===== src/design/rjdz_isqrt.sv =====
module rjdz_isqrt #(
    parameter int W      = 16,
    parameter int SIDE_W = 1
) (
    input  logic              clk,
    input  logic              rst_n,
    input  logic              in_valid,
    input  logic [2*W-1:0]    in_radicand,
    input  logic [SIDE_W-1:0] in_side,
    output logic              out_valid,
    output logic [W-1:0]      out_root,
    output logic [SIDE_W-1:0] out_side
);

    // One root bit per stage, two radicand bits consumed per stage.
    logic              vld_reg  [0:W];
    logic [2*W-1:0]    rad_reg  [0:W];
    logic [W:0]        rem_reg  [0:W];
    logic [W-1:0]      root_reg [0:W];
    logic [SIDE_W-1:0] side_reg [0:W];

    // Stage zero is the item as it arrives.
    assign vld_reg[0]  = in_valid;
    assign rad_reg[0]  = in_radicand;
    assign rem_reg[0]  = '0;
    assign root_reg[0] = '0;
    assign side_reg[0] = in_side;

    for (genvar i = 0; i < W; i++) begin : g_step
        logic [W+2:0] trial_rem;
        logic [W+2:0] trial_sub;
        logic         fits;

        // Bring down two bits and try root*4+1.
        always_comb
        begin
            trial_rem = {rem_reg[i], rad_reg[i][2*W-1:2*W-2]};
            trial_sub = {1'b0, root_reg[i], 2'b01};
            fits      = (trial_rem >= trial_sub);
        end

        always_ff @(posedge clk or negedge rst_n)
        begin
            if (!rst_n)
            begin
                vld_reg[i+1] <= 1'b0;
            end
            else
            begin
                vld_reg[i+1] <= vld_reg[i];
            end
        end

        always_ff @(posedge clk)
        begin
            rad_reg[i+1]  <= {rad_reg[i][2*W-3:0], 2'b00};
            rem_reg[i+1]  <= fits ? (W+1)'(trial_rem - trial_sub)
                                  : (W+1)'(trial_rem);
            root_reg[i+1] <= {root_reg[i][W-2:0], fits};
            side_reg[i+1] <= side_reg[i];
        end
    end

    assign out_valid = vld_reg[W];
    assign out_root  = root_reg[W];
    assign out_side  = side_reg[W];

endmodule


===== config.mk =====
export PLATFORM = sky130hd
export DESIGN_NAME = rjdz_isqrt
export DESIGN_NICKNAME = d
export VERILOG_FILES = /design/src/design/rjdz_isqrt.sv
export SDC_FILE = /design/constraint.sdc
export NUM_CORES = 1
export LEC_CHECK = 0
export BUFFER_PORTS_ARGS = -buffer_cell sky130_fd_sc_hd__buf_2
export CAP_MARGIN = 10
export CORE_MARGIN = 3
export CORE_UTILIZATION = 50
export CTS_CLUSTER_DIAMETER = 60
export DETAILED_ROUTE_END_ITERATION = 12
export GPL_ROUTABILITY_DRIVEN = 0
export GPL_TIMING_DRIVEN = 0
export PLACE_DENSITY = 0.67
export SYNTH_ARGS = -nofsm -noshare
export SYNTH_HDL_FRONTEND = slang
export SYNTH_SLANG_ARGS = --single-unit
export TNS_END_PERCENT = 30

===== constraint.sdc =====
create_clock -name clk -period 3.9 [get_ports clk]
set_clock_uncertainty 0.05 [all_clocks]
set_input_delay 0.78 -clock clk [delete_from_list [all_inputs] [get_ports clk]]
set_output_delay 0.78 -clock clk [all_outputs]
set_load 0.005 [all_outputs]

==> results of run 1 <==
## synthesized netlist by cell type, drive strengths merged, types with 9 or more instances
library cell and n:
nor2 153, nand4 17, nor3 46, or3 22
nand3 28, a31oi 10, a21oi 141, and2 17
xor2 88, o21ai 91, and3 13, or2 9
a211oi 12, nand2 109, mux2 20, mux2i 12
o211ai 11, a21o 29, o31ai 21, nand2b 30
buf 20, inv 192, or4 16, o21bai 12
dfxtp 629, dfrtp 16, nor2b 21, o21a 35
nor4 34, xnor2 76, clkbuf 12, ha 152
## area by class of cell
class,instances,area [sq um]
plain buffers,32,154
clock buffers,95,1960
clock inverters,24,348
fillers,3793,18500
inverters,195,732
multi-input cells,1302,9040
flip-flops and latches,645,13000
well taps,592,741
repair buffers,54,269
## routing by layer
layer / wire length, microns / vias up / part of all wire (%)
li1: - / 7672 / -
met5: 0 / - / 0
met3: 2200 / 75 / 5.3
met1: 19400 / 7000 / 47
met4: 919 / 0 / 2.2
met2: 18800 / 384 / 45
## per-stage QoR
step	instance area [sq um]	setup WS, ns	power (mW)	hold WS (ns)	cells
floorplan	22900	1.30	11.2	0.260	2174
detailed placement	23900	0.644	12.2	0.262	2820
global route	26200	0.305	19.6	0.0364	2939
global placement	23900	0.676	12.1	0.260	2819
finish	26200	0.507	18.6	0.0350	2939
CTS	26200	0.630	18.7	0.00437	2939
## power by group
part / internal (mW) / switching (mW) / total [mW]
Combinational: 1.65 / 1.95 / 3.60
Clock: 3.89 / 2.56 / 6.46
Sequential: 7.77 / 0.730 / 8.50
## final timing paths
kind / from / endpoint
max reg2reg: g_step[12].trial_sub[12] / g_step[13].trial_rem[12]
min in group clk: in_radicand[26] / rad_reg[508]
max: g_step[12].trial_sub[12] / g_step[13].trial_rem[12]
min reg2reg: rad_reg[400] / rad_reg[370]
max in group asynchronous: rst_n / vld_reg[1]
min: rst_n / vld_reg[15]
## worst reg2reg max path: cells and delay by family, from the launching register on
kind	cells	cell delay, ns
buf+inv	4	0.70
flops	1	0.35
fa+ha+maj	1	0.26
compound gates	2	0.54
simple gates	4	1.41
## cells by family (layout without fill, tap and decap cells)
kind of cell	Yosys count	after routing	share of synthesized area, %
DFF	645	645	56.7
xor gates and xnor gates	164	164	6.30
AOI/OAI and AO/OA	408	408	11.1
adders and majority gates	152	152	8.30
buffers and inverters	227	400	3.86
muxes	32	32	1.51
and+or+nand+nor	545	545	12.2
other	1	1	0.0164
==> reports/results.ini, run 1 <==
[status]
status=complete, no violations

[floorplan]
core_area_sq_mm=0.0447
fp.dieW_microns=220
dieArea_sq_mm=0.0484
die_h_microns=220
rows=77
io-pin-count=54
initial_core_util_pct=51.3

[setup_path]
r2r_setup_slack_ns=0.51
critPathRequiredTime_ns=4.36
crit_fanout=10
path_depth=11
cp-start-kind=flop
slowest_stage=or4_1
cp_top_family=simple AND/OR/NAND/NOR gates
reg2regPathDepth=11
cp_data_arrival_time_ns=3.85
crit_buf_inv=4
cpPeakStageDelay_ns=0.59
crit_type=reg -> reg
end_kind=flop
cp_cell_sequence=inv_1 > ha_1 > buf_2 > inv_1 > or4_1 > nor4_1 > nor3_1 > o21ai_1 > buf_2 > nor2_1 > a21oi_1

[global_routing]
met3_usage_pct=3.34
grt_max_degree=17
antenna_found_initial=0
grt_usage_pct=17.4
grt_pass1_vias=14800
grt_pass1_wl_microns=69200
grt_use_met2_pct=28.7
use_met1_pct=22.9
grt.overflow.total=0
busiest_layer=met2

[cells_and_area]
postLayoutCoreUtil_pct=58.7
final_common_cell=dfxtp_1
largest_reg_flops=267
antenna_cells=0
nets=2484
synthToLayoutAreaGrowth_pct=14.5
layout_common_cells=dfxtp_1, inv_1, nor2_1, ha_1, a21oi_1
drive_above_1_share_pct=10.1

[logic_synthesis]
yosysUniqueCellTypes=83
async_flop_share_pct=2.48
syn_area_sq_mm=0.0229
netlist_instances=2174
synth_warnings=0
ys_ff_latch=645
synth_top_cell_by_area=dfxtp_1
ys_seq_area_share_pct=56.7
ys_top_cells_by_area=dfxtp_1, ha_1, xor2_1, inv_1, a21oi_1
ys.flop_type=dfxtp_1
synth_nets=2362
synth_top_area_share_pct=54.9
avgSynthCellArea_sq_um=10.5
synth_edf_count=0

[placement]
dp.final_hpwl_microns=30800
io_buffers=53

[detailed_routing]
routed_via_density=5.15
routedWlPerCell_microns=14.1
wirelength_microns=41400
ant_nets=0
firstDrtPassIters=5
drt_iter0_markers=971
num_vias=15100
drc=0

[pwr]
irDropWorstVdd_uv=468
power_density_mw_per_mm2=707
p_leak_nw=12.3

[sta]
timing.final.hold_violations=0
slew_violations=0
rsz0062_at_grt=false
fmax_mhz=295
fin_crit_ns=3.39
worst_slew_pin_slew_ns=0.835
setup_viol=0
fin_crit_sh_pct=87.0
finalSetupTns_ns=0
slew_headroom_pct=43.7

[clock_tree]
clk_latency_ns=0.59
clkTransAtPathRegs_ns=0.06
cts_resized=0
cts_tree=built
clk_path_buf_depth=3
numCtsBuffers=66
cts_max_level=3
cts_num_sinks=645
postCtsSetupBuffers=0
postCtsHoldBufs=0
clockRootBuffer=clkbuf_16

[run]
maxCapViolCount=0

[min_path]
hp-class=in -> async

(Power assumes the default switching activity.)
==> run 2: changes to the inputs <==
Settings changed: BUFFER_PORTS_ARGS -buffer_cell sky130_fd_sc_hd__buf_2 to unset, CTS_BUF_LIST set to sky130_fd_sc_hd__clkbuf_8, CTS_CLUSTER_DIAMETER 60 to 50, DONT_BUFFER_PORTS set to 1, PLACE_DENSITY 0.67 to 0.66.
==> run 2 against run 1 <==
Net effect:
- via count down 0.38%
- total power down 3.0%
- count of clock-buffer cells in the layout up 31
- sequential power about the same
- cell area down 1.3%
- combinational power down 1%
- die area unchanged
- final cell count up 0.37%
- fmax up 0.37%
- sequential cell count unchanged
- largest cell class unchanged
- sequential share of layout area up 0.66 points
- critical endpoint is now g_step[13].trial_rem[5]
- worst setup slack better by 0.012 ns
==> reports/results.ini, run 2 (synthesized netlist as in run 1, its figures left out) <==
[cells_and_area]
nets=2465
fillerInstances=3840
synthToLayoutAreaGrowth_pct=13.0
drive_above_1_share_pct=9.71
largest_reg_flops=267
antenna_cells=0
layout_common_cells=dfxtp_1, inv_1, nor2_1, ha_1, a21oi_1
stdcell_area_sq_mm=0.0259
final_common_cell=dfxtp_1

[floorplan]
fp.dieW_microns=220
die_h_microns=220
rows=77
initial_core_util_pct=51.3
core_area_sq_mm=0.0447
io-pin-count=54
dieArea_sq_mm=0.0484

[sta]
timing.final.hold_violations=0
slew_violations=0
setup_viol=0
fmax_mhz=296
setup_slack_ns=0.520
worst_slew_pin_slew_ns=0.816
slew_headroom_pct=44.2
finalSetupTns_ns=0
rsz0062_at_grt=false
fin_crit_ns=3.38
fin_crit_sh_pct=86.7

[clock_tree]
clk_path_buf_depth=3
cts_max_level=3
cts_num_sinks=645
numCtsBuffers=99
clk_latency_ns=0.67
cts_tree=built
clkTransAtPathRegs_ns=0.06
clockRootBuffer=clkbuf_8
cts_resized=0

[setup_path]
slowest_stage=nor4_1
cp_cell_sequence=inv_1 > ha_1 > buf_2 > inv_1 > or4_1 > nor4_1 > nor3_1 > o21ai_1 > buf_2 > nor2_1 > a21oi_1
cpPeakStageDelay_ns=0.59
crit_fanout=10
critPathRequiredTime_ns=4.44
crit_type=reg -> reg
cp_data_arrival_time_ns=3.92
end_kind=flop
cp-start-kind=flop

[detailed_routing]
ant_nets=0
firstDrtPassIters=5
drt_iter0_markers=1045
drc=0
routedWlPerCell_microns=14.0
routed_via_density=5.11
num_vias=15100
wirelength_microns=41400

[placement]
dp.final_hpwl_microns=31000
pre_cts_ws_ns=0.659
placed_cell_area_sq_mm=0.0237
io_buffers=0

[global_routing]
grt.overflow.total=0
grt_usage_pct=17.4
antenna_found_initial=0
grt_max_degree=17
grt_pass1_wl_microns=69200
grt_pass1_vias=14900

[pwr]
irDropWorstVdd_uv=520
power_mw=18.0
power_density_mw_per_mm2=696
p_leak_nw=12.3

[status]
status=complete, no violations

[run]
maxCapViolCount=0

[min_path]
hp-class=in -> reg

-- run 2: cell types whose count changed in the layout (fill, tap and decap cells not counted), sizes merged --
cell         change
bufinv           +3
clkbuf          +32
buf             -54
inv             +25
clkinvlp         +1
clkinv           +3
dlygate4sd3      +1
-- run 2: per-layer routing --
metal / up-vias / wire length [microns] / track usage [%]
li1: 7630 / - / -
met1: 6964 / 19200 / 22.8
met2: 401 / 18500 / 27.9
met3: 79 / 2550 / 4.11
met4: 0 / 1040 / 6.87
met5: - / 0 / 0
-- run 2: stage by stage --
| step | utilization [%] | hold slack, ns | cells |
|---|---|---|---|
| 2_1_floorplan | - | 0.260 | 2174 |
| 3_3_place_gp | 52.9 | 0.260 | 2766 |
| 3_5_place_dp | 52.9 | 0.262 | 2766 |
| 4_1_cts | 57.9 | 0.0250 | 2949 |
| 5_1_grt | 57.9 | 0.0424 | 2950 |
| 6_report | 57.9 | 0.0953 | 2950 |
-- run 2: path summary, 6_finish.rpt --
kind                       depth (start not counted)  slack (ns)                 endpoint                     start
hold / removal                                     0         0.1             rad_reg[508]           in_radicand[26]
hold reg to reg                                    0        0.27             rad_reg[315]              rad_reg[345]
max in group asynchronous                          1        2.77               vld_reg[8]                     rst_n
min in group asynchronous                          1        0.58              vld_reg[12]                     rst_n
setup reg to reg                                  11        0.52  g_step[13].trial_rem[5]  g_step[12].trial_sub[12]
setup / recovery                                  11        0.52  g_step[13].trial_rem[5]  g_step[12].trial_sub[12]
-- run 2: area by class of cell --
class                   count  area (sq um)  share of cell area (%)
plain buffers              32           154                   0.594
repair buffers              2          13.8                  0.0531
clock inverters            56           487                    1.88
multi-input cells        1302          9040                    34.9
flip-flops and latches    645         13000                    50.2
clock buffers             126          1730                    6.70
well taps                 592           741                    2.86
inverters                 195           732                    2.83
-- run 2: where the power goes --
group	internal, mW	switching [mW]	leakage [nW]	total, mW
Clock	3.46	2.48	1.25	5.94
Combinational	1.63	1.93	5.57	3.55
Sequential	7.78	0.743	5.46	8.52
-- run 2: worst max-delay path, delay by kind of cell (launching register included) --
| family | cells | cell delay, ns |
|---|---|---|
| AND/OR/NAND/NOR | 4 | 1.40 |
| AO/OA/AOI/OAI | 2 | 0.56 |
| buffers and inverters | 4 | 0.70 |
| flip-flops | 1 | 0.34 |
| adder cells (fa/ha/maj) | 1 | 0.26 |
-- run 2: what timing repair did --
| action | CTS | global route |
|---|---|---|
| endpoints found under the hold margin | 16 | 0 |
| hold buffers | 1 | 0 |
| setup buffers | 0 | 0 |
==> run 3: changes to the inputs <==
Settings changed: ABC_AREA set to 1.
==> run 3 against run 2 <==
Net effect:
- global-route usage grew 2.3 points
- routed wire length grew 33%
- via count grew 36%
- largest power group unchanged
- hold slack lost 0.017 ns
- synthesized area grew 17%
- fmax grew 56%
==> reports/results.ini, run 3 <==
[logic_synthesis]
ys.flop_type=dfxtp_1
netlist_instances=3470
synth_top_family_by_area=simple AND/OR/NAND/NOR gates
yosysUniqueCellTypes=46
ys_seq_area_share_pct=48.6
syn_area_sq_mm=0.0267
ys_ff_latch=645
netlist_top_cells_count=nand2_1, inv_1, dfxtp_1, nor2_1, nand3_1
avgSynthCellArea_sq_um=7.70
yosys.area_share.simple_pct=27.6
synth_top_area_share_pct=47.1
synth_nets=3658
synth_edf_count=0
async_flop_share_pct=2.48
ys_top_cells_by_area=dfxtp_1, nand2_1, inv_1, ha_1, nand3_1
synth_warnings=0
synth_top_cell_by_area=dfxtp_1
synthAdderAreaFrac_pct=7.12
synth_xor_area_share_pct=2.79
synth_compound_area_share_pct=3.87
synthMuxAreaShare_pct=0
yosysMostFrequentCell=nand2_1

[detailed_routing]
firstDrtPassIters=5
drt_iter0_markers=1265
ant_nets=0
routed_via_density=4.70
routedWlPerCell_microns=12.6
num_vias=20500
wirelength_microns=55000
drc=0

[cells_and_area]
layout_common_cells=nand2_1, inv_1, dfxtp_1, nor2_1, nand3_1
largest_reg_flops=267
nets=3780
multi_input_area_sq_mm=0.0110
drive_above_1_share_pct=7.32
regArea_sq_mm=0.0130
final_common_cell=nand2_1
fillerInstances=4925
synthToLayoutAreaGrowth_pct=12.6

[min_path]
hold_start=in_radicand[18]
hp-class=in -> reg

[setup_path]
r2r_setup_slack_ns=1.73
cp-start-kind=flop
crit_type=reg -> reg
crit_fanout=10
critPathCapture=g_step[12].trial_rem[14]
cp-startpoint=g_step[11].trial_sub[12]
critPathRequiredTime_ns=4.42
end_kind=flop
reg2regPathDepth=9
cp_data_arrival_time_ns=2.69
worstReg2RegEnd=g_step[12].trial_rem[14]
rr_startpoint=g_step[11].trial_sub[12]

[sta]
worst_slew_pin_slew_ns=0.674
finalSetupTns_ns=0
fin_crit_sh_pct=55.6
whs_ns=0.0786
fin_crit_ns=2.17
slew_violations=0
setup_viol=0
fmax_mhz=461
timing.final.hold_violations=0
rsz0062_at_grt=false
slew_headroom_pct=54.9

[global_routing]
grt_max_degree=17
antenna_found_initial=1
grt_pass1_wl_microns=91100
grt_usage_pct=19.7
grt_pass1_vias=19500
grt.overflow.total=0

[pwr]
combPwrFrac_pct=26.8
p_sw_mw=6.95
power.share.clock_pct=30.5
swShare_pct=34.3
irDropWorstVdd_uv=537
power_density_mw_per_mm2=674
power_mw=20.3
sequentialPowerShare_pct=42.8
power.internal_mw=13.3
p_leak_nw=16.6

[clock_tree]
clockRootBuffer=clkbuf_8
clk_latency_ns=0.68
cts_num_sinks=645
numCtsBuffers=103
clkTransAtPathRegs_ns=0.06
cts_max_level=3
clk_path_buf_depth=3
postCtsSetupBuffers=0
cts_tree=built

[floorplan]
rows=84
dieArea_sq_mm=0.0562
initial_core_util_pct=50.7
core_area_sq_mm=0.0527
io-pin-count=54
die_h_microns=237
fp.dieW_microns=237

[placement]
dp.final_hpwl_microns=42700
io_buffers=0

[status]
status=complete, no violations

[run]
maxCapViolCount=0

-- run 3: cell count changes in the layout (fill, tap and decap cells not counted), moves of 27 or more --
| cell | before | now |
|---|---|---|
| a21o_1 | 29 | 2 |
| inv_1 | 217 | 659 |
| nand2_1 | 109 | 1116 |
| nand2b_1 | 30 | 0 |
| nand3_1 | 27 | 176 |
| nand4_1 | 17 | 96 |
| nor2_1 | 153 | 193 |
| nor4_1 | 32 | 1 |
| o21a_1 | 35 | 2 |
| xnor2_1 | 75 | 23 |
-- run 3: what timing repair did --
item | 4_1_cts | 5_1_grt
hold buffers | 17 | 0
endpoints found under the hold margin | 32 | 0
gates resized for setup | 0 | 0
-- run 3: area by class of cell --
type / count / share of cell area, %
inverter: 643 / 8.03
clock inverter: 58 / 1.75
tap: 688 / 2.86
sequential: 645 / 43.2
buffer: 34 / 0.845
multi-input combinational: 2148 / 36.7
clock buffer: 131 / 6.00
timing repair buffer: 17 / 0.566
antenna: 1 / 0.00832
-- run 3: power groups by stage --
stage	Combinational, mW	Sequential, mW	Clock (mW)
after floorplan	4.25	8.44	0
after global placement	5.33	8.80	0
after detailed placement	5.37	8.81	0
after CTS	5.42	8.68	6.40
after global routing	6.30	8.79	6.67
final	5.42	8.66	6.17
-- run 3: how the worst min path moves through the flow --
stage,end,slack [ns],depth (start not counted)
after floorplan,g_step[10].trial_rem[0],0.26,0
after global placement,rad_reg[393],0.26,0
after detailed placement,g_step[14].trial_rem[1],0.26,0
after CTS,rad_reg[484],0.0005,0
after global routing,rad_reg[484],0.008,0
final,rad_reg[500],0.08,0
-- run 3: critical path: stages (launching register included) --
cell and delay, ns:
dfxtp_1 0.37, inv_1 0.08, ha_1 0.35, a21oi_1 0.23, nand2_1 0.15, nor3_4 0.30, nand3_4 0.18, buf_6 0.19
nand2_1 0.09, nand2_1 0.06
-- run 3: cell families after synthesis --
family                   Yosys count
buffers and inverters            677
adder cells (fa/ha/maj)          152
AND/OR/NAND/NOR                 1712
other                              1
flip-flops                       645
AO/OA/AOI/OAI                    198
XOR/XNOR                          85
-- run 3: layer usage --
layer  GRT usage, %  wire [microns]
met1           25.1           25200
met2           33.2           25500
met3           3.51            2530
met4           7.62            1740
met5              0               0
-- run 3: through the flow --
| stage | utilization [%] | setup WS, ns | instance area (sq um) | std cells |
|---|---|---|---|---|
| after CTS | 57.1 | 1.73 | 30100 | 4364 |
| after global routing | 57.1 | 1.55 | 30100 | 4365 |
| final | 57.1 | 1.73 | 30100 | 4365 |
| after floorplan | - | 2.16 | 26700 | 3470 |
| after global placement | 52.4 | 1.73 | 27600 | 4158 |
| after detailed placement | 52.4 | 1.74 | 27600 | 4158 |
