### src/design/rjdz_pkg.sv
package rjdz_pkg;

    // Register indexes of the configuration port.
    localparam int          CFG_IDX_W      = 2;
    localparam logic [1:0]  CFG_DEAD_ZONE  = 2'd0;
    localparam logic [1:0]  CFG_FULL_SCALE = 2'd1;

    // Register reset values.
    localparam logic [15:0] DEAD_ZONE_RST  = 16'd8000;
    localparam logic [15:0] FULL_SCALE_RST = 16'd30000;

    // Q1.15 one and the largest positive signed Q1.15 value.
    localparam logic [15:0] Q15_ONE        = 16'h8000;
    localparam logic [15:0] Q15_MAX_POS    = 16'h7FFF;

    // Quotient bits of the radial fraction below the clamp.
    localparam int          FRAC_STEPS     = 15;
    // Quotient bits of an axis scale.
    localparam int          SCALE_STEPS    = 16;

endpackage

### src/design/rjdz_frac.sv
module rjdz_frac #(
    parameter int W      = 16,
    parameter int SIDE_W = 1
) (
    input  logic              clk,
    input  logic              rst_n,
    input  logic              in_valid,
    input  logic [W-1:0]      in_len,
    input  logic [15:0]       dead_zone,
    input  logic [15:0]       full_scale,
    input  logic [SIDE_W-1:0] in_side,
    output logic              out_valid,
    output logic [15:0]       out_frac,
    output logic              out_dead,
    output logic [SIDE_W-1:0] out_side
);
    import rjdz_pkg::*;

    localparam int CW = ((W > 16) ? W : 16) + 1;
    localparam int N  = FRAC_STEPS;

    logic              vld_reg  [0:N];
    logic [15:0]       rem_reg  [0:N];
    logic [15:0]       den_reg  [0:N];
    logic [N-1:0]      quo_reg  [0:N];
    logic              one_reg  [0:N];
    logic              dead_reg [0:N];
    logic [SIDE_W-1:0] side_reg [0:N];

    logic [CW-1:0] len_ext;
    logic [CW-1:0] dz_ext;
    logic [CW-1:0] num;
    logic [15:0]   den;
    logic          dead;
    logic          full;
    logic          sat;

    // Setup: dead test, numerator, denominator and clamp test.
    always_comb
    begin
        len_ext = CW'(in_len);
        dz_ext  = CW'(dead_zone);
        dead    = (len_ext < dz_ext);
        full    = (full_scale <= dead_zone);
        den     = full_scale - dead_zone;
        num     = len_ext - dz_ext;
        sat     = (num >= CW'(den));
    end

    always_ff @(posedge clk or negedge rst_n)
    begin
        if (!rst_n)
        begin
            vld_reg[0] <= 1'b0;
        end
        else
        begin
            vld_reg[0] <= in_valid;
        end
    end

    always_ff @(posedge clk)
    begin
        rem_reg[0]  <= num[15:0];
        den_reg[0]  <= den;
        quo_reg[0]  <= '0;
        one_reg[0]  <= full | sat;
        dead_reg[0] <= dead;
        side_reg[0] <= in_side;
    end

    // Restoring division, one quotient bit per stage.
    for (genvar k = 0; k < N; k++) begin : g_div
        logic [16:0] trial;
        logic        fits;

        always_comb
        begin
            trial = {rem_reg[k], 1'b0};
            fits  = (trial >= {1'b0, den_reg[k]});
        end

        always_ff @(posedge clk or negedge rst_n)
        begin
            if (!rst_n)
            begin
                vld_reg[k+1] <= 1'b0;
            end
            else
            begin
                vld_reg[k+1] <= vld_reg[k];
            end
        end

        always_ff @(posedge clk)
        begin
            rem_reg[k+1]  <= fits ? 16'(trial - {1'b0, den_reg[k]}) : trial[15:0];
            den_reg[k+1]  <= den_reg[k];
            quo_reg[k+1]  <= {quo_reg[k][N-2:0], fits};
            one_reg[k+1]  <= one_reg[k];
            dead_reg[k+1] <= dead_reg[k];
            side_reg[k+1] <= side_reg[k];
        end
    end

    assign out_valid = vld_reg[N];
    assign out_frac  = one_reg[N] ? Q15_ONE : 16'(quo_reg[N]);
    assign out_dead  = dead_reg[N];
    assign out_side  = side_reg[N];

endmodule

### config.mk
export PLATFORM = sky130hd
export DESIGN_NAME = rjdz_frac
export DESIGN_NICKNAME = d
export VERILOG_FILES = /design/src/design/rjdz_pkg.sv /design/src/design/rjdz_frac.sv
export SDC_FILE = /design/constraint.sdc
export NUM_CORES = 1
export LEC_CHECK = 0
export ABC_CLOCK_PERIOD_IN_PS = 3810
export CORE_ASPECT_RATIO = 0.5
export CORE_MARGIN = 2
export CORE_UTILIZATION = 40
export CTS_BUF_LIST = sky130_fd_sc_hd__clkbuf_4 sky130_fd_sc_hd__clkbuf_8
export DETAILED_ROUTE_END_ITERATION = 12
export DONT_BUFFER_PORTS = 1
export GPL_ROUTABILITY_DRIVEN = 1
export SLEW_MARGIN = 20
export SYNTH_ARGS = -nofsm -noshare
export SYNTH_HDL_FRONTEND = slang
export SYNTH_SLANG_ARGS = --single-unit
### constraint.sdc
create_clock -name clk -period 3.81 [get_ports clk]
set_input_delay 0.5715 -clock clk [delete_from_list [all_inputs] [get_ports clk]]
set_output_delay 0.5715 -clock clk [all_outputs]
set_load 0.03 [all_outputs]
==> flow_metrics.tcl, run 1 <==
set metrics [dict create \
    status "complete, no violations" \
    ir_drop_mv 0.3372 \
    critPathMostFrequentCell "a21o_1" \
    tns_ps 0 \
    drc 0 \
    worstSetupStartpointType "input pin" \
    wl_um 55560 \
    tightest_slew_ps 982.9 \
    startpoint "full_scale[1]" \
    synth.avg_cell_area_um2 9.872 \
    io_pins 71 \
    hpwl_um 42320 \
    ys_types 74 \
    synth_top_cell_area_share 0.4433 \
    worstSetupEndpointType "register" \
    maxCapViolCount 0 \
    vias_per_cell 4.866 \
    fp.coreArea_um2 72690 \
    maxSlewViolCount 0 \
    clock_latency_ps 750 \
    cpLargestDelayFamily "compound AO/OA/AOI/OAI gates" \
    grt_pass1_vias 20300 \
    synth_area_leader_cell "dfxtp_1" \
    synth.cell_area_um2 29260 \
    place_area_um2 30620 \
    fin_nets 3425 \
    globalplace.congestion 0.8801 \
    die_w_um 386.5 \
    firstDrtPassIters 6 \
    setup_viol 0 \
    hold_path_class "in -> reg" \
    fp-row-count 70 \
    yosysSeqAreaShare 0.4570 \
    cts_tree "yes" \
    rsz0062_at_grt "no" \
    yosys_register_bits 664 \
    synth_area_leaders "dfxtp_1, ha_1, inv_1" \
    period_minus_slack_ps 3521 \
    drt_iter0_drc 691 \
    grt_overflow_total 0 \
    layout-drive-gt1-share 0.1177 \
    ant_nets 0 \
    grtUsageTotal 0.1472 \
    post-route-period-util 0.9242 \
    ys.flop_type "dfxtp_1" \
    stdcell_area_um2 32860 \
    dieArea_um2 75470 \
    vias 20050 \
    synth.most_common_cell "dfxtp_1" \
    detail_route.wl_per_cell_um 13.48 \
    synth_edf_count 0 \
    htreeDepth 3 \
    cts_setup_buffers 0 \
    area_delta_synth_final_pct 12.29 \
    leakage_nw 15.09 \
    port_buffers 0 \
    critical_path.max_fanout 2 \
    r2r_start "den_reg[1][65]$_DFF_P_" \
    async_reset_ff_frac 0.02410 \
    antenna_found_initial 2 \
    grt_pass1_wl_um 92640 \
    arrival_ps 4130 \
    worst_slack_ps 288.7 \
    dieHeight_um 195.3 \
    numClockSinks 664 \
    hold_viol_final 0 \
    place_ws_ps -436.8 \
    synth_warnings 0 \
    cts_root_buffer "clkbuf_8" \
    slew_headroom 0.3438 \
    numCtsBuffers 97 \
    critical-path-slowest-cell "dlygate4sd3_1" \
    criticalPathCategory "in -> reg" \
    fmax_mhz 284.0 \
    synth_cells 2964 \
    path_clk_slew_ps 60 \
    power.density_nw_per_um2 1039 \
    initial_core_util 0.4025 \
    grt_max_degree 32 \
    path_buf_inv 1 \
    skew_ps 42.07 \
    cts_buffer_depth 3 \
    cp.required_ps 4420 \
    synth_common_cells "dfxtp_1, inv_1, ha_1, a21oi_1, nor2_1" \
    path_cells "dlygate4sd3_1 -> fa_1 -> a21o_1 -> a21o_1 -> a21oi_1 -> o21ai_1 -> a41o_1 -> a21o_1 -> a21o_1 -> xnor2_1 -> ha_1 -> a21o_1 -> a211oi_2 -> o221ai_1 -> a21oi_1 -> o311ai_0" \
    holdCritStartpoint "dead_zone[0]" \
    critical_path.max_stage_delay_ps 560 \
    syn-num-nets 3318 \
]
timing repair:
| action | 4_1_cts | 5_1_grt |
|---|---|---|
| gates resized for setup | 0 | 2 |
| hold buffers | 4 | 0 |
| endpoints found under the hold margin | 19 | 0 |
| endpoints found under the setup margin | 0 | 1 |
power breakdown:
part           switching [mW]  total, mW  internal (mW)
Clock                    2.70       6.27           3.57
Combinational            8.95       16.9           7.99
Sequential               1.21       10.9           9.71
Total                    12.9       34.1           21.3
layer usage:
layer / up-vias / GRT usage / share of wire
li1: 10450 / - / -
met1: 9102 / 0.1591 / 0.43
met2: 340 / 0.2703 / 0.48
met3: 161 / 0.03132 / 0.040
met4: 0 / 0.07858 / 0.042
met5: - / 0 / 0
layout by cell type, fill, tap and decap left out, types with 72 or more instances in the layout:
cell type | synthesis | routed
a21o_1 | 81 | 81
a21oi_1 | 214 | 213
clkbuf_8 | 0 | 129
dfxtp_1 | 648 | 648
ha_1 | 286 | 286
inv_1 | 342 | 342
mux2_2 | 98 | 98
nand2_1 | 125 | 125
nor2_1 | 193 | 193
o21ai_0 | 145 | 144
xnor2_1 | 120 | 120
xor2_1 | 72 | 72
worst register-to-register path, stage by stage (launching register included):
cell and delay, ps:
dfxtp_1 360, inv_1 60, ha_1 280, nor2b_1 200, o2111ai_1 160, a41oi_1 370, o311ai_1 240, a21oi_1 310
o32a_1 680, mux2_2 420
cell type report:
cell class,count,area (µm²)
antenna,5,12.51
clock buffer,151,1941
clock inverter,20,242.7
fill,6989,39840
inverter,342,1284
multi-input combinational,1914,14390
sequential,664,13370
tap,972,1216
timing repair buffer,52,400.4
metrics by stage:
step	power [mW]	hold slack, ps	utilization	cells
floorplan	24.47	275.9	-	2964
global placement	27.60	276.2	0.4212	3940
detailed placement	27.90	276.2	0.4212	3940
CTS	34.45	6.574	0.4518	4115
global route	37.07	8.744	0.4520	4120
finish	34.13	94.48	0.4520	4120
final timing paths:
check | endpoint | slack [ps] | depth (start not counted)
min in group asynchronous | vld_reg[14]$_DFF_PN0_ | 320 | 1
setup reg to reg | rem_reg[1][86]$_DFF_P_ | 610 | 9
hold reg to reg | one_reg[2][3]$_DFF_P_ | 300 | 0
max in group asynchronous | vld_reg[3]$_DFF_PN0_ | 3040 | 1
hold / removal | rem_reg[0][0]$_DFF_P_ | 90 | 2
setup / recovery | one_reg[0][0]$_DFF_P_ | 290 | 16
kinds of logic after synthesis:
kind of cell | count (synthesis) | share of synthesized area
AO/OA/AOI/OAI | 678 | 0.1499
flip-flops | 664 | 0.4570
AND/OR/NAND/NOR | 625 | 0.1050
buffers and inverters | 386 | 0.05161
adder cells (fa/ha/maj) | 302 | 0.1332
XOR/XNOR | 192 | 0.05747
multiplexers | 117 | 0.04575
Power figures use the tool's default switching activity.
==> run 2: changes to the inputs <==
--- a/config.mk
+++ b/config.mk
@@ -6,6 +6,8 @@
 export NUM_CORES = 1
 export LEC_CHECK = 0
 export ABC_CLOCK_PERIOD_IN_PS = 3810
+export CELL_PAD_IN_SITES_DETAIL_PLACEMENT = 1
+export CELL_PAD_IN_SITES_GLOBAL_PLACEMENT = 1
 export CORE_ASPECT_RATIO = 0.5
 export CORE_MARGIN = 2
 export CORE_UTILIZATION = 40
@@ -13,6 +15,7 @@
 export DETAILED_ROUTE_END_ITERATION = 12
 export DONT_BUFFER_PORTS = 1
 export GPL_ROUTABILITY_DRIVEN = 1
+export PLACE_DENSITY_LB_ADDON = 0.1
 export SLEW_MARGIN = 20
 export SYNTH_ARGS = -nofsm -noshare
 export SYNTH_HDL_FRONTEND = slang
==> run 2 against run 1 <==
Combinational power rose by 4%. First-iteration DRC count fell by 22%. Hold slack got worse by 6.3 ps. Count of clock-buffer cells in the layout rose by 10. Sequential cell count did not move. Clock skew fell by 19 ps. Utilization rose by 0.088 points. Power rose by 2.1%. Critical path type unchanged. Largest cell class unchanged.
==> flow_metrics.tcl, run 2 (synthesis gave the netlist of run 1 again) <==
set metrics [dict create \
    leakage_nw 15.13 \
    r2r_setup_slack_ps 530 \
    fill_cells 8190 \
    power.density_nw_per_um2 1059 \
    crit_path_end "one_reg[0][0]$_DFF_P_" \
    vias 20600 \
    maxSlewViolCount 0 \
    critical_path.max_fanout 2 \
    ir_drop_mv 0.3242 \
    detail_route.wl_per_cell_um 16.08 \
    port_buffers 0 \
    initial_core_util 0.4025 \
    setup_viol 0 \
    cts_root_buffer "clkbuf_8" \
    r2r_end "rem_reg[1][22]$_DFF_P_" \
    grtUsageTotal 0.1786 \
    grt_pass1_wl_um 109500 \
    hpwl_um 52670 \
    firstDrtPassIters 6 \
    wl_um 66450 \
    startpoint "full_scale[1]" \
    tightest_slew_ps 1082 \
    slew_headroom 0.2786 \
    htreeDepth 3 \
    fp-row-count 70 \
    rsz0062_at_grt "no" \
    worstSetupStartpointType "input pin" \
    layout-drive-gt1-share 0.1222 \
    cts_buffer_depth 3 \
    criticalPathCategory "in -> reg" \
    die_w_um 386.5 \
    numClockSinks 664 \
    clock_latency_ps 750 \
    path_clk_slew_ps 60 \
    maxCapViolCount 0 \
    multi_input_area_um2 14400 \
    status "complete, no violations" \
    grt_pass1_vias 22490 \
    grt_overflow_total 0 \
    instances_no_fill 4132 \
    numCtsBuffers 98 \
    cts_tree "yes" \
    ff_latch_area_um2 13370 \
    post-route-period-util 0.9358 \
    layout_common_cells "dfxtp_1, inv_1, ha_1" \
    fmax_mhz 280.5 \
    r2r_start "den_reg[1][1]$_DFF_P_" \
    globalplace.congestion 0.8807 \
    drt_iter0_drc 541 \
    period_minus_slack_ps 3566 \
    ant_nets 0 \
    io_pins 71 \
    fin_nets 3434 \
    drc 0 \
    report.power.total_mw 34.86 \
    hold_viol_final 0 \
    fp.coreArea_um2 72690 \
    worstSetupEndpointType "register" \
    r2r.worst_path.cells 9 \
    grt_max_degree 27 \
    cp.required_ps 4410 \
    vias_per_cell 4.985 \
    hold_path_class "in -> reg" \
    dpl.cell_count 3946 \
    antenna_found_initial 1 \
    final_common_cell "dfxtp_1" \
    dieHeight_um 195.3 \
    tns_ps 0 \
    dieArea_um2 75470 \
    area_delta_synth_final_pct 12.51 \
    arrival_ps 4170 \
    final_util 0.4529 \
    skew_ps 22.78 \
]
run 2: per-stage QoR:
| step | hold WS, ps | setup slack [ps] | cell area (µm²) |
|---|---|---|---|
| after floorplan | 275.9 | 11.82 | 29260 |
| after global placement | 276.2 | -491.6 | 30660 |
| after detailed placement | 276.2 | -578.1 | 30660 |
| after CTS | 10.46 | 155.6 | 32900 |
| after global routing | 38.82 | 49.96 | 32920 |
| final | 88.17 | 244.5 | 32920 |
run 2: power by group:
| part | switching, mW | internal, mW | leakage [nW] |
|---|---|---|---|
| combinational | 9.48 | 8.10 | 8.32 |
| clock | 2.72 | 3.52 | 1.16 |
| sequential | 1.33 | 9.71 | 5.65 |
run 2: per-layer routing:
layer | up-vias | global-route usage | part of all wire
met5 | - | 0 | 0
met2 | 256 | 0.3495 | 0.53
met4 | 0 | 0.1025 | 0.055
met1 | 9752 | 0.1743 | 0.39
li1 | 10430 | - | -
met3 | 162 | 0.03641 | 0.029
run 2: repair_timing:
action | 4_1_cts | 5_1_grt
endpoints found under the hold margin | 20 | 0
resized for setup | 0 | 5
hold buffers | 5 | 0
setup endpoints to repair | 0 | 1
buffers inserted | 0 | 1
run 2: worst min-delay path by stage:
stage / start / to / slack, ps / cells after the start
after floorplan: rst_n / out_valid$_DFF_PN0_ / 280 / 0
after global placement: rst_n / vld_reg[6]$_DFF_PN0_ / 280 / 0
after detailed placement: rst_n / vld_reg[5]$_DFF_PN0_ / 280 / 0
after CTS: dead_zone[0] / den_reg[0][0]$_DFF_P_ / 10 / 2
after global routing: dead_zone[0] / den_reg[0][0]$_DFF_P_ / 40 / 2
final: dead_zone[0] / den_reg[0][0]$_DFF_P_ / 90 / 2
run 2: critical path: stages:
cell,delay (ps)
dlygate4sd3_1,560
fa_1,430
a21o_1,170
a21o_1,200
a21oi_2,170
o21ai_1,140
a41o_1,300
a21o_1,180
a21o_1,190
xnor2_1,130
ha_1,300
a21o_1,180
a211oi_2,230
o221ai_1,150
a21oi_1,140
o311ai_0,130
run 2: cell type report:
type / instances / area share
Antenna cell: 2 / 0.0001520
Tap cell: 972 / 0.03694
Clock inverter: 17 / 0.005473
Clock buffer: 161 / 0.06084
Timing Repair Buffer: 60 / 0.01406
Inverter: 342 / 0.03899
Sequential cell: 664 / 0.4062
Multi-Input combinational cell: 1914 / 0.4374
==> run 3: changes to the inputs <==
--- a/config.mk
+++ b/config.mk
@@ -5,7 +5,7 @@
 export SDC_FILE = /design/constraint.sdc
 export NUM_CORES = 1
 export LEC_CHECK = 0
-export ABC_CLOCK_PERIOD_IN_PS = 3810
+export ABC_CLOCK_PERIOD_IN_PS = 4240
 export CELL_PAD_IN_SITES_DETAIL_PLACEMENT = 1
 export CELL_PAD_IN_SITES_GLOBAL_PLACEMENT = 1
 export CORE_ASPECT_RATIO = 0.5
==> constraint.sdc (replaced) <==
create_clock -name clk -period 4.24 [get_ports clk]
set_input_delay 0.636 -clock clk [delete_from_list [all_inputs] [get_ports clk]]
set_output_delay 0.636 -clock clk [all_outputs]
set_load 0.03 [all_outputs]
==> run 3 against run 2 <==
Sequential cell count stayed put. Power is 10% lower. Combinational power is 11% lower. Largest power group unchanged. Clock power is 8.2% lower. Die area stayed put.
==> flow_metrics.tcl, run 3 (synthesis gave the netlist of run 1 again) <==
set metrics [dict create \
    power.density_nw_per_um2 958.8 \
    fmax_mhz 264.1 \
    slew_headroom 0.3494 \
    grtUsageTotal 0.1782 \
    dpl.cell_count 3915 \
    ir_drop_mv 0.2867 \
    area_delta_synth_final_pct 11.63 \
    arrival_ps 4360 \
    fin_nets 3399 \
    stdcell_area_um2 32670 \
    r2r_start "den_reg[0][1]$_DFF_P_" \
    criticalPathCategory "in -> reg" \
    setup_viol 0 \
    antenna_found_initial 1 \
    critical_path.max_fanout 2 \
    path_buf_inv 2 \
    die_w_um 386.5 \
    place_area_um2 30430 \
    grt_pass1_wl_um 109400 \
    layout-drive-gt1-share 0.1124 \
    detail_route.wl_per_cell_um 16.08 \
    critical_path.max_stage_delay_ps 450 \
    report.power.total_mw 31.32 \
    drc 0 \
    hold_path_class "in -> reg" \
    worstSetupEndpointType "register" \
    use_met3 0.03548 \
    numClockSinks 664 \
    maxCapViolCount 0 \
    startpoint "in_len[0]" \
    initial_core_util 0.4025 \
    final_common_cell "dfxtp_1" \
    worstSetupStartpointType "input pin" \
    globalplace.congestion 0.8774 \
    place_ws_ps -290.7 \
    wl_um 65880 \
    r2r.worst_path.cells 9 \
    dieHeight_um 195.3 \
    tns_ps 0 \
    numCtsBuffers 97 \
    hpwl_um 52070 \
    dieArea_um2 75470 \
    cts_buffer_depth 3 \
    tightest_slew_ps 975.9 \
    grt.met1_usage 0.1810 \
    grt_overflow_total 0 \
    cts_root_buffer "clkbuf_8" \
    grtUsageMet2 0.3483 \
    htreeDepth 3 \
    clock_latency_ps 740 \
    cpLargestDelayFamily "compound AO/OA/AOI/OAI gates" \
    layout_common_cells "dfxtp_1, inv_1, ha_1" \
    final_util 0.4494 \
    leakage_nw 14.98 \
    port_buffers 0 \
    grt.busiest_layer "met2" \
    hold_viol_final 0 \
    fp.coreArea_um2 72690 \
    holdCritStartpoint "full_scale[1]" \
    whs_path_depth 1 \
    vias_per_cell 4.963 \
    grt_pass1_vias 22250 \
    rsz0062_at_grt "no" \
    skew_ps 40.90 \
    grt_max_degree 32 \
    cts_resized 0 \
    drt_iter0_drc 615 \
    cp.required_ps 4810 \
    path_cells "inv_1 -> ha_1 -> inv_1 -> fa_1 -> a211oi_1 -> o21bai_1 -> a31oi_1 -> o21ai_0 -> or4_1 -> a31o_2 -> a21oi_1 -> xnor2_1 -> ha_1 -> a21o_1 -> a211oi_1 -> o221ai_1 -> a21oi_1 -> o311ai_0" \
    ant_nets 0 \
    post-route-period-util 0.8929 \
    cts_tree "yes" \
    path_clk_slew_ps 70 \
    io_pins 71 \
    instances_no_fill 4097 \
    worst_slack_ps 454.0 \
    status "complete, no violations" \
    whs_ps 98.10 \
    vias 20330 \
    fp-row-count 70 \
    cp_num_cells 18 \
    maxSlewViolCount 0 \
    period_minus_slack_ps 3786 \
    critical-path-slowest-cell "or4_1" \
    firstDrtPassIters 4 \
]
[run 3: worst paths after layout]
path / to / slack (ps)
hold reg to reg: dead_reg[3][2]$_DFF_P_ / 300
setup / recovery: one_reg[0][0]$_DFF_P_ / 450
setup reg to reg: rem_reg[0][27]$_DFF_P_ / 940
max in group asynchronous: vld_reg[14]$_DFF_PN0_ / 3400
hold / removal: den_reg[0][1]$_DFF_P_ / 100
min in group asynchronous: vld_reg[4]$_DFF_PN0_ / 380
[run 3: cell type report]
class                      count  area [µm²]
antenna                        1       2.502
fill                        8194       40030
sequential                   664       13370
timing repair buffer          26       202.7
tap                          972        1216
clock buffer                 146        1847
multi-input combinational   1914       14380
inverter                     342        1284
clock inverter                32       357.8
[run 3: power by group]
part	internal, mW	total, mW	switching (mW)
clock	3.23	5.73	2.50
sequential	8.73	9.92	1.19
combinational	7.19	15.7	8.49
[run 3: timing repair]
action,4_1_cts,5_1_grt
hold buffers,3,0
buffers inserted,0,0
endpoints found under the hold margin,18,0
[run 3: routing by layer]
metal  vias up  part of all wire
li1      10380                 -
met1      9545              0.40
met2       254              0.53
met3       154             0.028
met4         0             0.046
met5         -                 0
