===== config.mk =====
export PLATFORM = sky130hd
export DESIGN_NAME = rjdz_scale
export DESIGN_NICKNAME = d
export VERILOG_FILES = /design/src/design/rjdz_pkg.sv /design/src/design/rjdz_scale.sv
export SDC_FILE = /design/constraint.sdc
export NUM_CORES = 1
export LEC_CHECK = 0
export ABC_AREA = 0
export ABC_CLOCK_PERIOD_IN_PS = 3090
export BUFFER_PORTS_ARGS = -buffer_cell sky130_fd_sc_hd__buf_2
export CORE_MARGIN = 2
export CORE_UTILIZATION = 54
export CTS_CLUSTER_SIZE = 25
export DETAILED_ROUTE_END_ITERATION = 8
export PLACE_DENSITY_LB_ADDON = 0.2
export REMOVE_ABC_BUFFERS = 1
export SLEW_MARGIN = 20
export SYNTH_ARGS = -nofsm -noshare
export SYNTH_HDL_FRONTEND = slang
export SYNTH_SLANG_ARGS = --single-unit

===== constraint.sdc =====
create_clock -name clk -period 3.09 [get_ports clk]
set_clock_uncertainty 0.2 [all_clocks]
set_input_delay 0.1545 -clock clk [delete_from_list [all_inputs] [get_ports clk]]
set_output_delay 0.1545 -clock clk [all_outputs]
set_load 0.05 [all_outputs]

===== src/design/rjdz_pkg.sv =====
package rjdz_pkg;

    // Register indexes of the configuration port.
    localparam int          CFG_IDX_W      = 2;
    localparam logic [1:0]  CFG_DEAD_ZONE  = 2'd0;
    localparam logic [1:0]  CFG_FULL_SCALE = 2'd1;

    // Register reset values.
    localparam logic [15:0] DEAD_ZONE_RST  = 16'd8000;
    localparam logic [15:0] FULL_SCALE_RST = 16'd30000;

    // Q1.15 one and the largest positive signed Q1.15 value.
    localparam logic [15:0] Q15_ONE        = 16'h8000;
    localparam logic [15:0] Q15_MAX_POS    = 16'h7FFF;

    // Quotient bits of the radial fraction below the clamp.
    localparam int          FRAC_STEPS     = 15;
    // Quotient bits of an axis scale.
    localparam int          SCALE_STEPS    = 16;

endpackage


===== src/design/rjdz_scale.sv =====
module rjdz_scale #(
    parameter int W      = 16,
    parameter int SIDE_W = 1
) (
    input  logic              clk,
    input  logic              rst_n,
    input  logic              in_valid,
    input  logic [W+15:0]     in_num,
    input  logic [W-1:0]      in_den,
    input  logic [SIDE_W-1:0] in_side,
    output logic              out_valid,
    output logic [15:0]       out_quo,
    output logic [SIDE_W-1:0] out_side
);
    import rjdz_pkg::*;

    localparam int N = SCALE_STEPS;

    logic              vld_reg  [0:N];
    logic [W-1:0]      rem_reg  [0:N];
    logic [N-1:0]      low_reg  [0:N];
    logic [W-1:0]      den_reg  [0:N];
    logic [N-1:0]      quo_reg  [0:N];
    logic [SIDE_W-1:0] side_reg [0:N];

    // The quotient fits 16 bits, so the upper numerator bits start as remainder.
    assign vld_reg[0]  = in_valid;
    assign rem_reg[0]  = in_num[W+15:16];
    assign low_reg[0]  = in_num[15:0];
    assign den_reg[0]  = in_den;
    assign quo_reg[0]  = '0;
    assign side_reg[0] = in_side;

    for (genvar k = 0; k < N; k++) begin : g_div
        logic [W:0] trial;
        logic       fits;

        always_comb
        begin
            trial = {rem_reg[k], low_reg[k][N-1]};
            fits  = (trial >= {1'b0, den_reg[k]});
        end

        always_ff @(posedge clk or negedge rst_n)
        begin
            if (!rst_n)
            begin
                vld_reg[k+1] <= 1'b0;
            end
            else
            begin
                vld_reg[k+1] <= vld_reg[k];
            end
        end

        always_ff @(posedge clk)
        begin
            rem_reg[k+1]  <= fits ? W'(trial - {1'b0, den_reg[k]}) : trial[W-1:0];
            low_reg[k+1]  <= {low_reg[k][N-2:0], 1'b0};
            den_reg[k+1]  <= den_reg[k];
            quo_reg[k+1]  <= {quo_reg[k][N-2:0], fits};
            side_reg[k+1] <= side_reg[k];
        end
    end

    assign out_valid = vld_reg[N];
    assign out_quo   = quo_reg[N];
    assign out_side  = side_reg[N];

endmodule


==> results.py, run 1 <==
metrics = {
    "status": {
        "status": "finished, violations left",
        "violations": "setup timing",
    },
    "floorplanning": {
        "fp.dieW_um": 241,
        "num_rows": 86,
        "design.core.area_mm2": 0.0553,
        "die_h_um": 241,
        "initial_utilization_pct": 54.9,
        "die_area_mm2": 0.0581,
        "num_io_pins": 70,
    },
    "clocking": {
        "cts_htree_levels": 3,
        "clk_pin_slew_worst_paths_ns": 0.06,
        "cts_tree": "built",
        "cts-root-buf": "clkbuf_16",
        "numCtsBuffers": 77,
        "insertion_delay_ns": 0.61,
        "cts.path.max_buffers": 3,
        "clkSinkCount": 768,
    },
    "final_layout": {
        "utilization_pct": 64.9,
        "area_delta_synth_final_pct": 18.2,
        "nNetsFinal": 3509,
        "multi_input_area_mm2": 0.0136,
        "ff_latch_area_mm2": 0.0155,
        "layout_common_cells": "750 x dfxtp_1, 316 x inv_1, 253 x ha_1, 173 x a21oi_1, 165 x nor2_1",
        "n_antenna_cell": 0,
        "largest_reg_flops": 255,
        "fillers": 4468,
        "layout.cells.non_filler": 3997,
        "layout_commonest_cell": "dfxtp_1",
        "drive_gt1_share_pct": 14.2,
    },
    "setup_path": {
        "cp_max_fo": 8,
        "rrSetupSlack_ns": -0.07,
        "slowest_stage": "o41a_1",
        "path_cells": "inv_2 -> ha_4 -> nor2b_4 -> o31a_1 -> o41a_1 -> nor3_2 -> a211oi_2 -> a221o_1 -> a211oi_4 -> buf_4 -> buf_12 -> mux2_4",
        "worstReg2RegEnd": "g_div[3].trial[5]",
        "path_delay_family": "compound AO/OA/AOI/OAI gates",
        "crit_buf_inv": 3,
        "critPathKind": "reg -> reg",
        "critical_path.endpoint": "g_div[3].trial[5]",
        "crit_arrival_ns": 3.46,
        "crit_path_end_kind": "flop",
        "slowest_delay_ns": 0.39,
        "cp-startpoint": "den_reg[225]",
        "setup.worst_path.start_class": "flop",
        "timing.rr.start": "den_reg[225]",
        "path_depth": 12,
        "required_ns": 3.39,
        "reg2reg_depth": 12,
    },
    "drt": {
        "drt_iter0_drc": 1329,
        "via_per_inst": 5.26,
        "route.vias.total": 21000,
        "wl_per_cell_um": 15.8,
        "drc": 0,
        "drt-pass1-iter-count": 6,
        "drtAntennaViolNets": 0,
        "routed_wl_mm": 63.2,
    },
    "global_route": {
        "track_usage_pct": 22.1,
        "antenna_found_initial": 1,
        "grt_max_degree": 34,
        "grt_pass1_wl_mm": 104,
        "grt_pass1_vias": 20900,
        "grt_remaining_overflow": 0,
    },
    "placement": {
        "hpwl_mm": 47.3,
        "place.gp.congestion": 0.883,
        "numPortBuffers": 69,
        "pre_cts_slack_ns": -0.112,
        "placed_cells": 3761,
    },
    "timing": {
        "fmax_ghz": 0.316,
        "rsz0062_at_grt": "yes",
        "setup_viol": 8,
        "final.setup.worst_slack_ns": -0.0739,
        "finalHoldViolCount": 0,
        "slew_headroom_pct": 50.7,
        "worst_pin_slew_ns": 0.736,
        "slew_violations": 0,
        "period_share_pct": 102,
        "finalCriticalPeriod_ns": 3.16,
    },
    "min_path": {
        "min_path_type": "reg -> reg",
    },
    "synth": {
        "synthFlopType": "dfxtp_1",
        "async_reset_ff_share_pct": 2.08,
        "synth_warnings": 0,
        "synth_edf_count": 0,
        "synth_area_mm2": 0.0304,
        "ys_seq_area_share_pct": 50.9,
        "syn_avg_cell_area_um2": 10.4,
        "ys_types": 75,
        "synth_seq_cells": 768,
        "syn_inst": 2931,
    },
    "pwr": {
        "ir_drop_v": 0.000659,
        "p_leak_nw": 16.4,
        "power_density_mw_per_mm2": 1170,
    },
    "job": {
        "maxCapViolations": 0,
    },
}
## synthesized netlist by cell type, drive strengths merged, types with 35 or more instances
| cell | count | area share, % |
|---|---|---|
| a21o | 51 | 1.3 |
| a21oi | 177 | 2.9 |
| dfxtp | 752 | 50 |
| ha | 256 | 11 |
| inv | 317 | 3.9 |
| mux2 | 135 | 5.0 |
| nand2 | 150 | 1.9 |
| nand2b | 37 | 0.76 |
| nor2 | 165 | 2.0 |
| nor2b | 53 | 1.1 |
| nor3 | 35 | 0.59 |
| o21a | 47 | 1.2 |
| o21ai | 161 | 2.7 |
| xnor2 | 101 | 2.9 |
| xor2 | 60 | 1.7 |
## per-stage QoR
step | power (mW) | area (um^2) | TNS [ns] | hold WS, ns
6_report | 42.1 | 35900 | -0.558 | 0.116
5_1_grt | 45.0 | 35900 | -2.02 | 0.117
4_1_cts | 42.1 | 35700 | -0.125 | 0.0906
3_5_place_dp | 31.7 | 32000 | -2.51 | -0.109
3_3_place_gp | 31.3 | 32000 | -0.653 | -0.132
2_1_floorplan | 26.9 | 30100 | -15.05 | -0.341
## final cells by class
type | instances | area share [%]
clock inverter | 36 | 1.30
sequential | 768 | 43.1
inverter | 317 | 3.32
timing repair buffer | 229 | 5.32
clock buffer | 106 | 6.35
tap | 748 | 2.61
multi-input combinational | 1793 | 38.0
## where the power goes
part | internal [mW] | total, mW | switching, mW
sequential | 12.8 | 14.2 | 1.41
combinational | 8.75 | 18.1 | 9.37
clock | 5.95 | 9.79 | 3.83
total | 27.5 | 42.1 | 14.6
## metal layers
metal	track usage, %	vias to the layer above	share of wire (%)
met5	0	-	0
met4	6.77	0	2.6
met3	3.50	118	4.1
met2	37.7	404	48
met1	29.0	9923	45
li1	-	10600	-
## worst min path at each step
stage / start / to / cells after the start
2_1_floorplan: rst_n / out_valid / 0
3_3_place_gp: rst_n / vld_reg[7] / 1
3_5_place_dp: rst_n / vld_reg[5] / 1
4_1_cts: in_num[18] / g_div[1].trial[4] / 3
5_1_grt: in_num[20] / g_div[1].trial[6] / 3
6_report: low_reg[216] / low_reg[201] / 0
## kinds of logic (layout without fill, tap and decap cells)
| logic type | after synthesis | after routing | synth area share [%] |
|---|---|---|---|
| xor+xnor | 161 | 161 | 4.64 |
| fa+ha+maj | 271 | 271 | 11.5 |
| buf+inv | 370 | 688 | 4.85 |
| mux | 159 | 159 | 5.80 |
| compound gates | 635 | 635 | 13.2 |
| flops | 768 | 768 | 50.9 |
| simple gates | 567 | 567 | 9.04 |
## timing repair
action                                  CTS  global route
pin swaps                                 1             6
resized for setup                        17            32
endpoints found under the setup margin   29           125
gates cloned                              1             0
hold endpoints to repair                 66             0
hold buffers                             85             0
buffers inserted                          6             3
Power figures use the tool's default switching activity.
==> run 2: changes to the inputs <==
SETUP_SLACK_MARGIN = 0.5   (was unset)
==> run 2 against run 1 <==
Compared with the run above:
- largest cell class is now multi-input gates
- clock-buffer cell count did not move
- combinational power up 41%
- critical endpoint is now g_div[3].trial[4]
- sequential cell count unchanged
- sequential share of layout area decreased by 4.8 points
- critical path depth did not move
- fmax shrank 0.15%
- largest power group unchanged
- global-route usage rose by 2.4 points
- the flow finishes with violations (hold timing, setup timing)
==> results.py, run 2 (synthesis results as in run 1) <==
metrics = {
    "setup_path": {
        "path_cells": "inv_2 -> ha_4 -> nor2b_4 -> o31a_1 -> o41a_1 -> nor3_2 -> a211oi_2 -> a221o_1 -> a211oi_4 -> buf_4 -> buf_12 -> mux2_4",
        "crit_arrival_ns": 3.47,
        "slowest_delay_ns": 0.39,
        "crit_path_end_kind": "flop",
        "crit_buf_inv": 3,
        "slowest_stage": "o41a_1",
        "path_delay_family": "compound AO/OA/AOI/OAI gates",
        "required_ns": 3.39,
        "setup.worst_path.start_class": "flop",
        "critPathKind": "reg -> reg",
        "cp_max_fo": 8,
    },
    "clocking": {
        "numCtsBuffers": 77,
        "clkSinkCount": 768,
        "cts_htree_levels": 3,
        "cts-root-buf": "clkbuf_16",
        "insertion_delay_ns": 0.61,
        "cts.path.max_buffers": 3,
        "clk_pin_slew_worst_paths_ns": 0.06,
        "cts_tree": "built",
    },
    "timing": {
        "rsz0062_at_grt": "yes",
        "slew_headroom_pct": 22.5,
        "finalCriticalPeriod_ns": 3.17,
        "fmax_ghz": 0.316,
        "setup_viol": 14,
        "whs_ns": -0.0199,
        "worst_pin_slew_ns": 1.15,
        "slew_violations": 0,
        "finalHoldViolCount": 2,
        "final.setup.worst_slack_ns": -0.0785,
        "period_share_pct": 103,
    },
    "final_layout": {
        "layout_common_cells": "666 x dfxtp_1, 282 x inv_1, 152 x buf_4, 149 x nor2_1, 137 x ha_1",
        "n_antenna_cell": 0,
        "utilization_pct": 73.5,
        "stdcell_area_mm2": 0.0407,
        "largest_reg_flops": 255,
        "nNetsFinal": 3657,
        "layout_commonest_cell": "dfxtp_1",
        "drive_gt1_share_pct": 31.4,
        "area_delta_synth_final_pct": 33.9,
    },
    "drt": {
        "routed_wl_mm": 73.9,
        "drt_iter0_drc": 1308,
        "met1_length_mm": 32.3,
        "via_per_inst": 5.38,
        "met3_length_mm": 2.96,
        "route.vias.total": 22300,
        "wl_met2_mm": 36.2,
        "wl_per_cell_um": 17.8,
        "drc": 0,
        "drt-pass1-iter-count": 5,
        "drtAntennaViolNets": 0,
        "highest_layer": "met4",
    },
    "pwr": {
        "seqPwrFrac_pct": 29.0,
        "p_int_mw": 32.5,
        "power_density_mw_per_mm2": 1230,
        "p_leak_nw": 18.1,
        "switching_share_pct": 35.1,
        "pwr-share-clk_pct": 19.7,
        "netSwitchingPower_mw": 17.6,
        "ir_drop_v": 0.000666,
        "power_frac_comb_pct": 51.3,
    },
    "global_route": {
        "grt_pass1_wl_mm": 114,
        "grt_max_degree": 23,
        "grt_pass1_vias": 22400,
        "track_usage_pct": 24.5,
        "grt_remaining_overflow": 0,
        "antenna_found_initial": 1,
    },
    "placement": {
        "place.gp.congestion": 0.883,
        "place_area_mm2": 0.0320,
        "pre_cts_slack_ns": -0.112,
        "hpwl_mm": 47.3,
        "numPortBuffers": 69,
    },
    "status": {
        "status": "finished, violations left",
        "violations": "hold timing, setup timing",
    },
    "floorplanning": {
        "num_io_pins": 70,
        "design.core.area_mm2": 0.0553,
        "initial_utilization_pct": 54.9,
        "num_rows": 86,
        "die_h_um": 241,
        "fp.dieW_um": 241,
        "die_area_mm2": 0.0581,
    },
    "job": {
        "maxCapViolations": 0,
    },
    "min_path": {
        "min_path_type": "in -> reg",
    },
}
run 2: cell count changes in the layout (fill, tap and decap cells not counted), moves of 39 or more:
cell | before | now
ha_1 | 253 | 137
dfxtp_1 | 750 | 666
a21oi_1 | 173 | 129
o21ai_0 | 155 | 114
dfxtp_2 | 2 | 80
ha_4 | 3 | 99
a21oi_2 | 3 | 42
mux2_4 | 13 | 116
buf_4 | 61 | 152
mux2_2 | 122 | 19
run 2: repair_timing:
action	4_1_cts	5_1_grt
hold buffers	79	17
cloned	17	5
setup buffers	101	39
endpoints found under the hold margin	66	13
gates resized for setup	491	320
pin swaps	123	149
endpoints found under the setup margin	234	247
run 2: path summary, 6_finish.rpt:
| path | startpoint | end | slack [ns] | depth (start not counted) |
|---|---|---|---|---|
| worst min-delay path | in_den[3] | g_div[1].trial[4] | -0.02 | 6 |
| worst min register to register | low_reg[216] | low_reg[201] | 0.11 | 0 |
| min in group asynchronous | rst_n | vld_reg[12] | 0.46 | 3 |
| worst max register to register | den_reg[225] | g_div[3].trial[4] | -0.08 | 12 |
| max in group asynchronous | rst_n | vld_reg[14] | 1.77 | 3 |
| worst max-delay path | den_reg[225] | g_div[3].trial[4] | -0.08 | 12 |
run 2: layer usage:
| metal | vias up | GRT usage (%) |
|---|---|---|
| met4 | 0 | 7.76 |
| li1 | 10900 | - |
| met3 | 179 | 3.83 |
| met2 | 495 | 42.2 |
| met1 | 10700 | 31.6 |
| met5 | - | 0 |
run 2: power by group through the flow:
stage	Sequential [mW]	Combinational [mW]	Clock [mW]
after global placement	14.4	16.9	0
final	14.5	25.6	9.86
after detailed placement	14.4	17.3	0
after CTS	14.4	22.9	10.0
after global routing	14.8	27.7	10.4
after floorplan	14.0	12.8	0
run 2: metrics by stage:
step                      total power [mW]  TNS (ns)  cells
after floorplan                       26.9    -15.05   2878
after global placement                31.3    -0.653   3761
after detailed placement              31.7     -2.51   3761
after CTS                             47.4    -0.125   4100
after global routing                  52.9     -2.92   4145
final                                 50.0    -0.907   4145
run 2: final cells by class:
type	instances	area [um^2]
clock buffer	106	2280
clock inverter	36	467
fill	3806	14700
inverter	317	1190
multi-input combinational	1795	16600
sequential	768	15600
tap	748	936
timing repair buffer	375	3560
run 2: worst min-delay path: cells and delay by family:
family,cells,cell delay [ns]
AND/OR/NAND/NOR,1,0.09
buffers and inverters,2,0.17
multiplexers,1,0.15
adder cells (fa/ha/maj),1,0.16
AO/OA/AOI/OAI,1,0.05
==> run 3: changes to the inputs <==
ABC_AREA = 1   (was 0)
ABC_CLOCK_PERIOD_IN_PS = 3700   (was 3090)
REMOVE_ABC_BUFFERS = unset   (was 1)
clock period = 3.7 ns   (was 3.09 ns; I/O delays follow)
==> run 3 against run 2 <==
Compared with the run above:
- design area fell by 0.42%
- first-iteration DRC count rose by 43%
- wire length rose by 13%
- critical endpoint is now g_div[1].trial[3]
- via count rose by 31%
- setup slack improved by 0.96 ns
- core utilization fell by 12 points
- sequential share of layout area fell by 0.14 points
- the run now ends clean
- die area rose by 19%
- synthesized cell count rose by 70%
- clock-buffer cell count fell by 2
==> results.py, run 3 <==
metrics = {
    "final_layout": {
        "stdcell_area_mm2": 0.0405,
        "layout_common_cells": "1,844 x nand2_1, 959 x inv_1, 752 x dfxtp_1, 362 x nand3_1, 256 x ha_1",
        "area_delta_synth_final_pct": 11.8,
        "largest_reg_flops": 255,
        "layout_commonest_cell": "nand2_1",
        "drive_gt1_share_pct": 5.73,
        "nNetsFinal": 5477,
        "fillers": 6139,
    },
    "setup_path": {
        "required_ns": 4.01,
        "cp_max_fo": 20,
        "worstReg2RegEnd": "g_div[8].trial[10]",
        "timing.rr.start": "den_reg[154]",
        "rrSetupSlack_ns": 1.05,
        "crit_arrival_ns": 3.12,
        "reg2reg_depth": 13,
        "crit_path_end_kind": "flop",
        "critical_path.endpoint": "g_div[1].trial[3]",
        "cp-startpoint": "in_den[12]",
        "critPathKind": "in -> reg",
        "setup.worst_path.start_class": "input port",
    },
    "synth": {
        "synthFlopType": "dfxtp_1",
        "yosys-top-cells-area": "dfxtp_1 42%, nand2_1 19%, inv_1 9.9%",
        "syn_avg_cell_area_um2": 7.25,
        "ys_seq_area_share_pct": 42.7,
        "synth_top_cell_area_share_pct": 41.6,
        "synth_area_leader_cell": "dfxtp_1",
        "synth_seq_cells": 768,
        "syn_inst": 4996,
        "syn_nets": 5319,
        "synth_area_mm2": 0.0362,
        "synth_most_common_cell": "nand2_1",
        "synthTopCellsByCount": "1,844 x nand2_1, 959 x inv_1, 752 x dfxtp_1",
        "synth_warnings": 0,
        "ys_types": 39,
        "synth_edf_count": 0,
        "async_reset_ff_share_pct": 2.08,
    },
    "status": {
        "status": "finished clean",
    },
    "clocking": {
        "cts_setup_buffers": 0,
        "clkSinkCount": 768,
        "cts_hold_buf": 76,
        "cts.path.max_buffers": 3,
        "cts_tree": "built",
        "cts_htree_levels": 3,
        "numCtsBuffers": 79,
        "cts.repair.resized": 0,
        "clk_pin_slew_worst_paths_ns": 0.06,
        "cts-root-buf": "clkbuf_16",
        "insertion_delay_ns": 0.64,
    },
    "timing": {
        "period_share_pct": 76.1,
        "finalCriticalPeriod_ns": 2.82,
        "rsz0062_at_grt": "no",
        "setup_viol": 0,
        "final.setup.worst_slack_ns": 0.883,
        "slew_violations": 0,
        "worst_pin_slew_ns": 0.695,
        "setup_tns_ns": 0,
        "fmax_ghz": 0.355,
        "finalHoldViolCount": 0,
        "slew_headroom_pct": 53.5,
    },
    "drt": {
        "routed_wl_mm": 83.4,
        "drt_iter0_drc": 1876,
        "via_per_inst": 4.82,
        "wl_per_cell_um": 13.7,
        "drt-pass1-iter-count": 8,
        "route.vias.total": 29300,
        "drtAntennaViolNets": 0,
        "drc": 0,
    },
    "floorplanning": {
        "die_h_um": 263,
        "fp.dieW_um": 263,
        "die_area_mm2": 0.0691,
        "initial_utilization_pct": 54.8,
        "design.core.area_mm2": 0.0661,
        "num_io_pins": 70,
        "num_rows": 94,
    },
    "pwr": {
        "power_density_mw_per_mm2": 895,
        "ir_drop_v": 0.000548,
        "p_leak_nw": 23.0,
        "power_mw": 36.3,
    },
    "placement": {
        "place_area_mm2": 0.0370,
        "place.gp.congestion": 0.954,
        "numPortBuffers": 69,
        "pre_cts_slack_ns": 1.03,
        "hpwl_mm": 65.5,
    },
    "global_route": {
        "track_usage_pct": 24.2,
        "grt_pass1_wl_mm": 137,
        "antenna_found_initial": 1,
        "grt_pass1_vias": 28000,
        "grt_remaining_overflow": 0,
        "grt_max_degree": 21,
    },
    "job": {
        "maxCapViolations": 0,
    },
    "min_path": {
        "min_path_type": "in -> reg",
    },
}
[run 3: cell types whose count changed after synthesis, moves of 50 or more]
cell     change
inv_1      +642
mux2_2     -129
o21ai_0    -146
nor2b_1     -53
a21o_1      -50
xnor2_1     -80
nand2_1   +1694
nand3_1    +329
[run 3: kinds of logic after synthesis]
group / synth area share [%]
AND/OR/NAND/NOR: 31.2
XOR/XNOR: 2.20
AO/OA/AOI/OAI: 2.58
buffers and inverters: 11.7
flip-flops: 42.7
adder cells (fa/ha/maj): 9.68
[run 3: where the power goes]
part	internal, mW	switching, mW
Clock	4.67	3.29
Sequential	10.6	1.41
Combinational	5.68	10.6
[run 3: layer usage]
layer	vias up	GRT usage, %	routed length [um]
met5	-	0	0
met4	0	8.73	2740
met3	184	2.79	3370
met2	625	42.9	40300
met1	13000	30.1	37000
li1	15500	-	-
[run 3: per-stage QoR]
step / cells / util [%] / hold WS [ns]
after floorplan: 4996 / - / -0.311
after global placement: 5861 / 56.0 / -0.0985
after detailed placement: 5861 / 56.0 / -0.0856
after CTS: 6078 / 61.2 / 0.00197
after global routing: 6078 / 61.2 / 0.0239
final: 6080 / 61.2 / 0.0324
[run 3: cell type report]
class,count,area [um^2],area share [%]
flip-flops and latches,768,15500,38.2
well taps,864,1080,2.67
inverters,967,3630,8.97
multi-input cells,3192,16500,40.8
clock buffers,104,2200,5.44
diodes,2,5.00,0.0124
repair buffers,146,1110,2.75
clock inverters,37,477,1.18
[run 3: critical path, cell delays in order]
cell and delay (ns):
dlygate4sd3_1 0.54, buf_2 0.15, inv_1 0.05, ha_1 0.39
nand2_1 0.12, inv_1 0.08, nand2_1 0.10, nor3_1 0.15
nand2_1 0.08, nand2_2 0.34, inv_2 0.23, nand2_1 0.10
nand2_1 0.04, dlygate4sd3_1 0.54
[run 3: how the worst min path moves through the flow]
stage                           from  cells past startpoint      endpoint
after CTS                  in_den[9]                      2  den_reg[249]
after floorplan                rst_n                      0     out_valid
after global routing      in_den[15]                      2  den_reg[255]
final                      in_den[9]                      2  den_reg[249]
after global placement         rst_n                      1   vld_reg[15]
after detailed placement       rst_n                      1   vld_reg[13]
